--- src/rtl/core/assert_macros.svh ---
// ----------------------------------------------------------------------------
// Assertion macros
// Shared concurrent assertion wrappers, clocked, disabled during reset.
// ----------------------------------------------------------------------------
`ifndef ASSERT_MACROS_SVH
`define ASSERT_MACROS_SVH

// prop must hold at every rising edge out of reset
`define ASSERT_CLK(label, clk, rst_n, prop, msg) \
	label: assert property (@(posedge clk) disable iff (!rst_n) (prop)) else $error(msg);

// cond must never be seen at a rising edge out of reset
`define ASSERT_NEVER(label, clk, rst_n, cond, msg) \
	label: assert property (@(posedge clk) disable iff (!rst_n) !(cond)) else $error(msg);

`endif

--- src/rtl/core/dttm_pkg.sv ---
// ----------------------------------------------------------------------------
// dttm_pkg
// Types, codes and helpers for the delimited tag trie matcher.
// ----------------------------------------------------------------------------
package dttm_pkg;

	localparam int ALPHABET_SIZE = 64;
	localparam int CODE_BITS     = 6;
	localparam int QUEUE_DEPTH   = 2;
	localparam int QUEUE_AW      = 1;

	// configuration register indexes
	localparam logic [1:0] CFG_DELIMITER     = 2'd0;
	localparam logic [1:0] CFG_PRINT_TEXT    = 2'd1;
	localparam logic [1:0] CFG_REPORT_ERRORS = 2'd2;

	localparam logic [7:0] DELIMITER_RST = 8'd36;

	typedef enum logic [1:0] {
		OP_SCAN   = 2'd0,
		OP_ADD    = 2'd1,
		OP_FINISH = 2'd2,
		OP_END    = 2'd3
	} opcode_t;

	typedef enum logic [2:0] {
		KIND_TEXT    = 3'd0,
		KIND_MATCH   = 3'd1,
		KIND_UNKNOWN = 3'd2,
		KIND_EOS     = 3'd3,
		KIND_REJECT  = 3'd4
	} kind_t;

	typedef enum logic [1:0] {
		ST_CLEAR,
		ST_ISSUE,
		ST_RESOLVE
	} state_t;

	typedef struct packed {
		logic [7:0] delimiter;
		logic       print_text;
		logic       report_errors;
	} cfg_t;

	typedef struct packed {
		opcode_t                opcode;
		logic [7:0]             ch;
		logic [15:0]            id;
		logic                   is_delim;
		logic                   sym_ok;
		logic [CODE_BITS-1:0]   code;
	} item_t;

	typedef struct packed {
		kind_t       kind;
		logic [7:0]  ch;
		logic [15:0] id;
		logic        err;
	} result_t;

	// {in alphabet, symbol code}; slot 26 is never produced
	function automatic logic [CODE_BITS:0] sym_code(input logic [7:0] c);
		logic [CODE_BITS:0] r;
		r = '0;
		if (c >= 8'h30 && c <= 8'h39)
			r = {1'b1, CODE_BITS'(c - 8'd48)};
		else if (c >= 8'h41 && c <= 8'h50)
			r = {1'b1, CODE_BITS'(c - 8'd55)};
		else if (c >= 8'h51 && c <= 8'h5a)
			r = {1'b1, CODE_BITS'(c - 8'd54)};
		else if (c == 8'h5f)
			r = {1'b1, CODE_BITS'(37)};
		else if (c >= 8'h61 && c <= 8'h7a)
			r = {1'b1, CODE_BITS'(c - 8'd59)};
		return r;
	endfunction

endpackage

--- src/rtl/core/dttm_queue.sv ---
// ----------------------------------------------------------------------------
// dttm_queue
// Short FIFO of classified items between front and back.
// ----------------------------------------------------------------------------
module dttm_queue (
	input  logic            clk,
	input  logic            arst_n,
	input  logic            push,
	input  dttm_pkg::item_t wr_item,
	output logic            full,
	input  logic            pop,
	output logic            empty,
	output dttm_pkg::item_t head
);

	dttm_pkg::item_t                 slot_q [dttm_pkg::QUEUE_DEPTH];
	logic [dttm_pkg::QUEUE_AW-1:0]   wr_ptr_q;
	logic [dttm_pkg::QUEUE_AW-1:0]   rd_ptr_q;
	logic [dttm_pkg::QUEUE_AW:0]     count_q;

	assign full  = (count_q == (dttm_pkg::QUEUE_AW+1)'(dttm_pkg::QUEUE_DEPTH));
	assign empty = (count_q == '0);
	assign head  = slot_q[rd_ptr_q];

	always_ff @(posedge clk) begin
		if (push)
			slot_q[wr_ptr_q] <= wr_item;
	end

	always_ff @(posedge clk or negedge arst_n) begin
		if (!arst_n) begin
			wr_ptr_q <= '0;
			rd_ptr_q <= '0;
			count_q  <= '0;
		end else begin
			if (push)
				wr_ptr_q <= wr_ptr_q + 1'b1;
			if (pop)
				rd_ptr_q <= rd_ptr_q + 1'b1;
			if (push && !pop)
				count_q <= count_q + 1'b1;
			else if (pop && !push)
				count_q <= count_q - 1'b1;
		end
	end

endmodule

--- config.mk ---
export PLATFORM = sky130hd
export DESIGN_NAME = dttm_queue
export DESIGN_NICKNAME = d
export VERILOG_FILES = /design/src/rtl/core/assert_macros.svh /design/src/rtl/core/dttm_pkg.sv /design/src/rtl/core/dttm_queue.sv
export SDC_FILE = /design/constraint.sdc
export NUM_CORES = 1
export LEC_CHECK = 0
export BUFFER_PORTS_ARGS = -buffer_cell sky130_fd_sc_hd__clkbuf_2
export CORE_MARGIN = 2
export CORE_UTILIZATION = 47
export DETAILED_ROUTE_END_ITERATION = 12
export PLACE_DENSITY = 0.77
export SKIP_CTS_REPAIR_TIMING = 1
export SLEW_MARGIN = 30
export SYNTH_ARGS = -nofsm -noshare
export SYNTH_HDL_FRONTEND = slang
export SYNTH_SLANG_ARGS = --single-unit
--- constraint.sdc ---
create_clock -name clk -period 2.7 [get_ports clk]
set_clock_uncertainty 0.2 [all_clocks]
set_input_delay 0.405 -clock clk [delete_from_list [all_inputs] [get_ports clk]]
set_output_delay 0.405 -clock clk [all_outputs]
set_load 0.01 [all_outputs]
* Word level (Yosys, flattened, before mapping) *
Memories as Yosys holds them, arrays and structs flattened.
Index checks and enable logic that the tools add are counted.

word-level totals
  memories = 1
  register bits after elaboration = 4
  input port bits = 38
  output and inout bits = 36
  bits in writable memories = 68

memory list
  name    depth  width  rd ports  clocked after memory_dff  wr ports  line              text
  slot_q  2      34     1         0                         1         dttm_queue.sv:16  dttm_pkg::item_t slot_q [dttm_pkg::QUEUE_DEPTH];

operators by class
  muxes and demuxes = 4
  $add $sub $neg = 4
  eq/ne operators = 1
  reduce and logical (&&, ||, !) cells = 6

operator list
  cell                 number
  $mux 2               2
  $add 1x1->1 const B  2
  $add 2x1->2 const B  1
  $eq 2x2->1 const B   1
  $logic_and 1x1->1    2
  $logic_not 1->1      2
  $logic_not 2->1      1
  $mux 1               2
  $reduce_bool 2->1    1
  $sub 2x1->2 const B  1

* Depth between registers and ports, before layout *
  word-level depth = 4
  gate-level depth with buffers = 5
  gate-level depth less buffers = 5

* Least setup slack after synthesis *
Ideal clock, no wire load.

  path kind = input to register
  start = in push
  end = mem slot_q[0][0] (netlist name), enable pin
  stages on the path = 1
  slack = 133 ps
  data arrival time = 1938 ps
  setup time = 429 ps
  cell sequence = nor2b_1

between the ends
  word-level cells in the longest chain between the ends = 2

ends and longest elaborated chain
  what                          line              text
  start: declaration            dttm_queue.sv:8   input logic push,
  $mux 1                        dttm_queue.sv:26  if (push)
  $mux 1 (implied by the code)  dttm_queue.sv:27  slot_q[wr_ptr_q] <= wr_item;
  end: declaration              dttm_queue.sv:16

Every way passes these cells.

==> results.sh <==
export IMPL_drcViolationCount=0
export IMPL_ys_types=13
export IMPL_critPathMaxFanout=20
export IMPL_finalSetupViolCount=0
export IMPL_clockBufferDepth=2
export IMPL_hold_path_class="in -> reg"
export IMPL_slew_headroom=0.621
export IMPL_p_switching_mw=0.974
export IMPL_core_rowCount=28
export IMPL_nets=247
export IMPL_grt_pass1_vias=1405
export IMPL_drive_gt1_frac=0.599
export IMPL_syn_area_um2=2790
export IMPL_utilization=0.585
export IMPL_timing_final_crit_share=0.906
export IMPL_clk_latency_ns=0.32
export IMPL_synth_nets=161
export IMPL_synth_area_leaders="edfxtp_1 73%, mux2_4 16%, dfrtp_1 3.6%"
export IMPL_dieArea_um2=6570
export IMPL_synth_ff_type="edfxtp_1"
export IMPL_fmax_mhz=409
export IMPL_grt_usage=0.139
export IMPL_syn_to_final_growth_pct=21.9
export IMPL_avgViaCountPerCell=4.72
export IMPL_slew_violations=0
export IMPL_p_seq_frac=0.485
export IMPL_gr_total_overflow=0
export IMPL_wl_per_cell_um=15.1
export IMPL_routed_wl_um=4340
export IMPL_p_int_mw=2.39
export IMPL_final_cells=287
export IMPL_ys_warn_count=0
export IMPL_setup_tns_ns=0
export IMPL_cts_tree="built"
export IMPL_p_comb_frac=0.317
export IMPL_synth_top_area_share=0.732
export IMPL_start_kind="flip-flop"
export IMPL_place_ws_ns=0.570
export IMPL_worstMarginPinSlew_ns=0.569
export IMPL_avgSynthCellArea_um2=22.9
export IMPL_netSwitchingFraction=0.289
export IMPL_rsz0062_at_grt="false"
export IMPL_start_util=0.480
export IMPL_yosysMostFrequentCell="edfxtp_1"
export IMPL_grt_pass1_wl_um=6450
export IMPL_port_buffers=73
export IMPL_worstPathArrival_ns=1.84
export IMPL_synth_top_cell_by_area="edfxtp_1"
export IMPL_status="finished clean"
export IMPL_die_w_um=81.1
export IMPL_path_class="reg -> out"
export IMPL_synthCells=122
export IMPL_cp_end_kind="output port"
export IMPL_power_density_nw_per_um2=990
export IMPL_p_leak_nw=1.41
export IMPL_cts_max_level=3
export IMPL_total_power_mw=3.37
export IMPL_placedCellCount=271
export IMPL_n_antenna_cell=0
export IMPL_ys_ff_latch=72
export IMPL_drt_iter0_drc=47
export IMPL_fin_ws_ns=0.253
export IMPL_hold_violations=0
export IMPL_seq_area_frac_synth=0.767
export IMPL_clkPwrFrac=0.198
export IMPL_ir_drop_uv=564
export IMPL_grt_max_degree=26
export IMPL_die_h_um=81.1
export IMPL_synth_edf_count=68
export IMPL_routabilityCongestion=0.706
export IMPL_drtAntennaViolNets=0
export IMPL_hpwl_um=3070
export IMPL_io_pins=74
export IMPL_vias=1354
export IMPL_period_needed_ns=2.45
export IMPL_antenna_found_initial=0
export IMPL_path_clk_slew_ns=0.07
export IMPL_cap_violations=0
export IMPL_ys_top_cells_by_count="68 x edfxtp_1, 29 x mux2_4, 5 x mux2_2"
export IMPL_fin_area_um2=3400
export IMPL_required_ns=2.10
export IMPL_cts_root_buf="clkbuf_8"
export IMPL_whs_ns=0.0654
export IMPL_cts_buffers=9
export IMPL_synthArstFlopShare=0.0556
export IMPL_place_area_um2=3240
export IMPL_first_pass_iters=4
export IMPL_cts_sinks=72
export IMPL_coreArea_um2=5820
[per-layer routing]
metal	global-route usage	vias up	wire length (um)	share of wire
met5	0	-	0	0
met4	0.0661	0	30	0.0069
met3	0.0433	4	285	0.066
met2	0.243	51	2340	0.54
met1	0.155	656	1680	0.39
li1	-	643	-	-
[power by group through the flow]
stage          Sequential, mW  Combinational, mW  Clock, mW
3_3_place_gp             1.64               1.08          0
5_1_grt                  1.66               1.15      0.728
4_1_cts                  1.64               1.09      0.687
6_report                 1.63               1.07      0.667
2_1_floorplan            1.57              0.865          0
3_5_place_dp             1.66               1.09          0
[final timing paths]
path / endpoint / cells after the start / start / slack [ns]
max: head[18] / 3 / rd_ptr_q / 0.25
min: slot_q[0][11] / 1 / wr_item[11] / 0.07
max reg2reg: slot_q[1][0] / 2 / wr_ptr_q / 1.05
min reg2reg: count_q[1] / 1 / count_q[1] / 0.31
min in group asynchronous: count_q[0] / 2 / arst_n / 0.24
max in group asynchronous: rd_ptr_q / 2 / arst_n / 1.91
[cell families after synthesis]
family,synth area share
flip-flops,0.767
multiplexers,0.176
XOR/XNOR,0.0157
buffers and inverters,0.0269
AND/OR/NAND/NOR,0.00941
adder cells (fa/ha/maj),0.00448
[layout by cell type, fill, tap and decap left out, drive strengths merged]
| cell | Yosys | final |
|---|---|---|
| and2 | 1 | 1 |
| buf | 4 | 5 |
| clkbuf | 0 | 83 |
| clkinv | 0 | 4 |
| clkinvlp | 0 | 1 |
| dfrtp | 4 | 4 |
| dlygate4sd3 | 0 | 1 |
| edfxtp | 68 | 68 |
| ha | 1 | 1 |
| inv | 1 | 1 |
| mux2 | 34 | 34 |
| nor2 | 2 | 2 |
| nor2b | 2 | 2 |
| xnor2 | 1 | 1 |
| xor2 | 4 | 4 |
[flip-flops by register name (all words and copies together), names as in the netlist]
| register | count |
|---|---|
| count_q | 2 |
| rd_ptr_q | 1 |
| slot_q | 68 |
| wr_ptr_q | 1 |
[final cells by class]
cell class | count | area [um^2]
clock buffer | 10 | 128
clock inverter | 5 | 25.0
fill | 467 | 2410
inverter | 1 | 3.75
multi-input combinational | 45 | 583
sequential | 72 | 2140
tap | 75 | 93.8
timing repair buffer | 79 | 425
[critical path, stage by stage (launching register included)]
cell	delay [ns]
dfrtp_2	0.73
buf_4	0.30
mux2_2	0.35
clkbuf_2	0.13
No activity file was read; power rests on OpenSTA's default activity.
