`config.mk`:
```
export PLATFORM = sky130hd
export DESIGN_NAME = dttm_front
export DESIGN_NICKNAME = d
export VERILOG_FILES = /design/src/rtl/core/assert_macros.svh /design/src/rtl/core/dttm_pkg.sv /design/src/rtl/core/dttm_front.sv
export SDC_FILE = /design/constraint.sdc
export NUM_CORES = 1
export LEC_CHECK = 0
export BUFFER_PORTS_ARGS = -buffer_cell sky130_fd_sc_hd__buf_4
export CORE_ASPECT_RATIO = 0.9
export CORE_UTILIZATION = 30
export DETAILED_ROUTE_END_ITERATION = 10
export PLACE_DENSITY_LB_ADDON = 0.08
export SYNTH_ARGS = -nofsm -noshare
export SYNTH_HDL_FRONTEND = slang
export SYNTH_SLANG_ARGS = --single-unit
```
`constraint.sdc`:
```
create_clock -name vclk -period 4.21
set_input_delay 0.842 -clock vclk [all_inputs]
set_output_delay 0.842 -clock vclk [all_outputs]
set_load 0.02 [all_outputs]
```
`src/rtl/core/assert_macros.svh`:
```
// ----------------------------------------------------------------------------
// Assertion macros
// Shared concurrent assertion wrappers, clocked, disabled during reset.
// ----------------------------------------------------------------------------
`ifndef ASSERT_MACROS_SVH
`define ASSERT_MACROS_SVH

// prop must hold at every rising edge out of reset
`define ASSERT_CLK(label, clk, rst_n, prop, msg) \
	label: assert property (@(posedge clk) disable iff (!rst_n) (prop)) else $error(msg);

// cond must never be seen at a rising edge out of reset
`define ASSERT_NEVER(label, clk, rst_n, cond, msg) \
	label: assert property (@(posedge clk) disable iff (!rst_n) !(cond)) else $error(msg);

`endif

```
`src/rtl/core/dttm_pkg.sv`:
```
// ----------------------------------------------------------------------------
// dttm_pkg
// Types, codes and helpers for the delimited tag trie matcher.
// ----------------------------------------------------------------------------
package dttm_pkg;

	localparam int ALPHABET_SIZE = 64;
	localparam int CODE_BITS     = 6;
	localparam int QUEUE_DEPTH   = 2;
	localparam int QUEUE_AW      = 1;

	// configuration register indexes
	localparam logic [1:0] CFG_DELIMITER     = 2'd0;
	localparam logic [1:0] CFG_PRINT_TEXT    = 2'd1;
	localparam logic [1:0] CFG_REPORT_ERRORS = 2'd2;

	localparam logic [7:0] DELIMITER_RST = 8'd36;

	typedef enum logic [1:0] {
		OP_SCAN   = 2'd0,
		OP_ADD    = 2'd1,
		OP_FINISH = 2'd2,
		OP_END    = 2'd3
	} opcode_t;

	typedef enum logic [2:0] {
		KIND_TEXT    = 3'd0,
		KIND_MATCH   = 3'd1,
		KIND_UNKNOWN = 3'd2,
		KIND_EOS     = 3'd3,
		KIND_REJECT  = 3'd4
	} kind_t;

	typedef enum logic [1:0] {
		ST_CLEAR,
		ST_ISSUE,
		ST_RESOLVE
	} state_t;

	typedef struct packed {
		logic [7:0] delimiter;
		logic       print_text;
		logic       report_errors;
	} cfg_t;

	typedef struct packed {
		opcode_t                opcode;
		logic [7:0]             ch;
		logic [15:0]            id;
		logic                   is_delim;
		logic                   sym_ok;
		logic [CODE_BITS-1:0]   code;
	} item_t;

	typedef struct packed {
		kind_t       kind;
		logic [7:0]  ch;
		logic [15:0] id;
		logic        err;
	} result_t;

	// {in alphabet, symbol code}; slot 26 is never produced
	function automatic logic [CODE_BITS:0] sym_code(input logic [7:0] c);
		logic [CODE_BITS:0] r;
		r = '0;
		if (c >= 8'h30 && c <= 8'h39)
			r = {1'b1, CODE_BITS'(c - 8'd48)};
		else if (c >= 8'h41 && c <= 8'h50)
			r = {1'b1, CODE_BITS'(c - 8'd55)};
		else if (c >= 8'h51 && c <= 8'h5a)
			r = {1'b1, CODE_BITS'(c - 8'd54)};
		else if (c == 8'h5f)
			r = {1'b1, CODE_BITS'(37)};
		else if (c >= 8'h61 && c <= 8'h7a)
			r = {1'b1, CODE_BITS'(c - 8'd59)};
		return r;
	endfunction

endpackage

```
`src/rtl/core/dttm_front.sv`:
```
// ----------------------------------------------------------------------------
// dttm_front
// Input handshake and item classification (delimiter, alphabet code).
// ----------------------------------------------------------------------------
module dttm_front (
	input  dttm_pkg::cfg_t  cfg,
	input  logic            s_tvalid,
	output logic            s_tready,
	input  logic [23:0]     s_tdata,
	input  logic [1:0]      s_tuser,
	input  logic            back_ready,
	input  logic            q_full,
	output logic            q_push,
	output dttm_pkg::item_t q_item
);

	logic [dttm_pkg::CODE_BITS:0] sym;

	assign sym      = dttm_pkg::sym_code(s_tdata[7:0]);
	assign s_tready = back_ready && !q_full;
	assign q_push   = s_tvalid && s_tready;

	always_comb begin
		q_item.opcode   = dttm_pkg::opcode_t'(s_tuser);
		q_item.ch       = s_tdata[7:0];
		q_item.id       = s_tdata[23:8];
		q_item.is_delim = (s_tdata[7:0] == cfg.delimiter);
		q_item.sym_ok   = sym[dttm_pkg::CODE_BITS];
		q_item.code     = sym[dttm_pkg::CODE_BITS-1:0];
	end

endmodule

```
# --- After elaboration in Yosys (flattened, before gate mapping) ---
# Index checks and enable logic that the tools add are counted.
op_classes:
  n_div: 0
  n_shift: 0
  n_addsub: 4
  bitwise_logic: 0
  reduce_logical: 7
  mux: 5
  multipliers: 0
  order_cmp: 8
  eq_ne: 2
ops:
  columns: ["op", "n"]
  rows:
  - ["7-bit 2-to-1 mux", 5]
  - ["8-bit by 7-bit >= comparator with 1-bit output, second input constant", 3]
  - ["8-bit by 7-bit less-or-equal comparator with 1-bit output, second input constant", 3]
  - ["6-bit subtractor, second input constant", 4]
  - ["8-bit by 7-bit equality test with 1-bit output, second input constant", 1]
  - ["8-bit equality test", 1]
  - ["8-bit by 6-bit >= comparator with 1-bit output, second input constant", 1]
  - ["8-bit by 6-bit less-or-equal comparator with 1-bit output, second input constant", 1]
  - ["1-bit logical AND", 6]
  - ["1-bit logical NOT", 1]
word_totals:
  output_inout_bits: 36
  latchBits: 0
  in_bits: 39
  mem_count: 0
  regBits: 0
  romBits: 0
  ram_bits: 0

# --- Depth between registers and ports, before layout ---
depth:
  depth_word: 7
  ltp_mapped: 8
  ltp_nobuf: 7

# --- Least setup slack after synthesis ---
# OpenSTA, ideal clock, no wires.
synth_timing:
  kind: "input to output"
  start: "in s_tdata[4]"
  end: "out q_item[3] (netlist bit)"
  slack_ns: 0.520
  arrival_time_ns: 2.848
  required_time_ns: 3.368
  stages: 8
  cell_sequence: "buf_2 -> inv_1 -> ha_1 -> or3b_2 -> o22a_1 -> nand2_1 -> a21oi_1 -> a221oi_1"
synth_lines:
  columns: ["element", "line", "source"]
  rows:
  - ["start, declared", "dttm_front.sv:9", "input logic [23:0] s_tdata,"]
  - ["end, declared", "dttm_front.sv:14", "output dttm_pkg::item_t q_item"]

==> impl_metrics.sql <==
INSERT INTO impl_metrics (metric_group, metric, value, unit) VALUES
('placed_design', 'finalWeightedCongestion', '0.840', ''),
('layout', 'nets', '200', ''),
('critical_path', 'timing.critical_path.arrival', '2890', 'ps'),
('global_route', 'grt-ovfl-total', '0', ''),
('critical_path', 'delay_of_the_slowest_critical_path_stage', '470', 'ps'),
('critical_path', 'worst_path_most_repeated_cell', 'sky130_fd_sc_hd__buf_4', ''),
('layout', 'postLayoutCellArea', '1130', 'µm²'),
('sta', 'rsz0062_at_grt', 'no', ''),
('global_route', 'track_usage', '0.157', ''),
('synth', 'synth.largest_area_cell', 'sky130_fd_sc_hd__buf_4', ''),
('worst_hold_path', 'whs_endpoint', 'q_item[22]', ''),
('die', 'start_util', '0.323', ''),
('synth', 'synthesized_netlist_cell_count', '142', ''),
('synth', 'synth.cell_area', '1010', 'µm²'),
('placed_design', 'portBuffers', '37', ''),
('detailed_routing', 'detail_route.drc_violations', '0', ''),
('synth', 'synth-adder-area-share', '0.111', ''),
('sta', 'tightestPinTransition', '506', 'ps'),
('synth', 'synth_compound_gate_area_share', '0.272', ''),
('critical_path', 'setup.worst_path.class', 'input pin to output pin', ''),
('critical_path', 'crit_path_max_fanout', '12', ''),
('critical_path', 'critical_path.endpoint_type', 'output pin', ''),
('sta', 'setup-tns-final', '0', 'ps'),
('sta', 'finalHoldViolations', '0', ''),
('pwr', 'power.leakage', '0.486', 'nW'),
('layout', 'seq_cell_count', '0', ''),
('run', 'cap_violations', '0', ''),
('synth', 'synth_xor_area_frac', '0.130', ''),
('synth', 'yosys_warnings', '0', ''),
('run_status', 'outcome', 'finished, final reports clean', ''),
('synth', 'yosys-mux-area-fraction', '0.00989', ''),
('layout', 'final.clkbuf_count', '0', ''),
('sta', 'layout_worst_path_cycle_share', '0.888', ''),
('cts', 'cts.hold.buffers_added', '0', ''),
('layout', 'final-seq-area', '0', 'µm²'),
('detailed_routing', 'wl', '2840', 'µm'),
('die', 'placement_row_count', '19', ''),
('cts', 'cts_setup_buffers', '0', ''),
('synth', 'yosys.cell_types.count', '45', ''),
('global_route', 'via_count_of_the_first_global_routing_pass', '965', ''),
('synth', 'synth_top_family_by_area', 'compound AO/OA/AOI/OAI gates', ''),
('sta', 'timing.final.max_slew_violations', '0', ''),
('critical_path', 'timing.critical_path.buf_inv', '3', ''),
('detailed_routing', 'drt-pass1-iter-count', '5', ''),
('synth', 'synth_top_area_frac', '0.193', ''),
('die', 'total_die_area', '3610', 'µm²'),
('worst_hold_path', 'hold_path.class', 'input pin to output pin', ''),
('layout', 'antennaDiodeCount', '0', ''),
('sta', 'worst_hold_slack_across_all_endpoints', '1680', 'ps'),
('global_route', 'largest_net_degree_at_the_start_of_global_routing', '19', ''),
('synth', 'syn-mean-instance-area', '7.13', 'µm²'),
('critical_path', 'critical_path_cell_by_cell', 'buf_4 > inv_1 > ha_1 > or3b_2 > o22a_1 > nand2_1 > nor3_1 > a211oi_1 > buf_4', ''),
('detailed_routing', 'drt.antenna.violating_nets', '0', ''),
('layout', 'flow.area_growth_from_synthesis', '12.0', '%'),
('synth', 'synthSimpleGateAreaFrac', '0.230', ''),
('detailed_routing', 'drt_first_iter_violations', '53', ''),
('die', 'boundaryPins', '75', ''),
('layout', 'fin_util', '0.361', ''),
('sta', 'setup_viol', '0', ''),
('detailed_routing', 'detail_route.vias_per_cell', '5.34', ''),
('worst_hold_path', 'worst_hold_path.num_cells', '0', ''),
('synth', 'syn-num-nets', '190', ''),
('synth', 'ys_seq_area_frac', '0', ''),
('cts', 'cts_repair_resize_count', '0', ''),
('die', 'core_area', '3140', 'µm²'),
('global_route', 'grt_first_pass_wirelength', '4620', 'µm'),
('synth', 'cells_taking_the_most_area_after_synthesis', 'sky130_fd_sc_hd__buf_4 19%, sky130_fd_sc_hd__xnor2_1 13%, sky130_fd_sc_hd__ha_1 11%, sky130_fd_sc_hd__a21oi_1 6.4%, sky130_fd_sc_hd__nand3_1 3.0%', ''),
('detailed_routing', 'wire_per_inst', '14.8', 'µm'),
('sta', 'final.min_clock_period', '3740', 'ps'),
('die', 'floorplan.die.width', '63.2', 'µm'),
('pwr', 'peakVddDrop', '0.0000447', 'V');
-- Yosys cell counts, types with 2 or more instances --
cell                        n
sky130_fd_sc_hd__buf_2      2
sky130_fd_sc_hd__clkbuf_1   2
sky130_fd_sc_hd__nor2_1     5
sky130_fd_sc_hd__a32oi_1    2
sky130_fd_sc_hd__nand4_1    2
sky130_fd_sc_hd__ha_1       9
sky130_fd_sc_hd__nand2_1    8
sky130_fd_sc_hd__inv_1      7
sky130_fd_sc_hd__xnor2_1   15
sky130_fd_sc_hd__o22ai_1    3
sky130_fd_sc_hd__buf_4     26
sky130_fd_sc_hd__nor2b_1    3
sky130_fd_sc_hd__and2_4     2
sky130_fd_sc_hd__o21ai_0    5
sky130_fd_sc_hd__nor3_1     4
sky130_fd_sc_hd__a21oi_1   13
sky130_fd_sc_hd__nand3_1    6
-- metrics by stage --
step / worst slack, ps / total power, mW / instances
6_report: 473 / 0.118 / 192
5_1_grt: 374 / 0.130 / 192
4_1_cts: 471 / 0.119 / 192
3_5_place_dp: 490 / 0.119 / 192
3_3_place_gp: 514 / 0.118 / 192
2_1_floorplan: 520 / 0.103 / 142
-- cell usage in the layout, fill, tap and decap left out, types with 2 or more instances in the layout --
| master | netlist | layout |
|---|---|---|
| sky130_fd_sc_hd__o22ai_1 | 3 | 3 |
| sky130_fd_sc_hd__a32oi_1 | 2 | 2 |
| sky130_fd_sc_hd__xnor2_1 | 15 | 15 |
| sky130_fd_sc_hd__ha_1 | 9 | 9 |
| sky130_fd_sc_hd__inv_1 | 7 | 7 |
| sky130_fd_sc_hd__nand3_1 | 6 | 6 |
| sky130_fd_sc_hd__o21ai_0 | 5 | 5 |
| sky130_fd_sc_hd__buf_4 | 26 | 39 |
| sky130_fd_sc_hd__nor3_1 | 4 | 4 |
| sky130_fd_sc_hd__nand4_1 | 2 | 2 |
| sky130_fd_sc_hd__nor2_1 | 5 | 5 |
| sky130_fd_sc_hd__nand2_1 | 8 | 8 |
| sky130_fd_sc_hd__nor2b_1 | 3 | 3 |
| sky130_fd_sc_hd__a21oi_1 | 13 | 13 |
| sky130_fd_sc_hd__and2_4 | 2 | 2 |
-- how the worst max path moves through the flow --
stage	from	endpoint	slack [ps]	cells after the start
after floorplan	s_tdata[4]	q_item[3]	520	8
after global placement	s_tdata[4]	q_item[3]	510	9
after detailed placement	s_tdata[4]	q_item[5]	490	9
after CTS	s_tdata[4]	q_item[5]	470	9
after global routing	s_tdata[4]	q_item[3]	370	9
final	s_tdata[4]	q_item[5]	470	9
-- layer usage --
metal | track usage | vias up | wire [µm]
met5 | 0 | - | 0
met4 | 0.0260 | 0 | 57
met3 | 0.00800 | 14 | 155
met2 | 0.261 | 28 | 1270
met1 | 0.228 | 481 | 1360
li1 | - | 502 | -
-- report_power, final --
part / leakage, nW / switching, mW / internal (mW)
combinational: 0.486 / 0.0630 / 0.0548
sequential: 0 / 0 / 0
clock: 0 / 0 / 0
-- cell type report --
class	instances	area, µm²
Fill cell	368	2000
Tap cell	42	52.6
Inverter	7	26.3
Timing Repair Buffer	39	293
Multi-Input combinational cell	104	762
-- cell families (layout without fill, tap and decap cells) --
kind of cell / count (synthesis) / after routing
muxes: 1 / 1
and+or+nand+nor: 40 / 40
buffers and inverters: 38 / 46
AOI/OAI and AO/OA: 39 / 39
xor gates and xnor gates: 15 / 15
adders and majority gates: 9 / 9
Power figures use the tool's default switching activity.
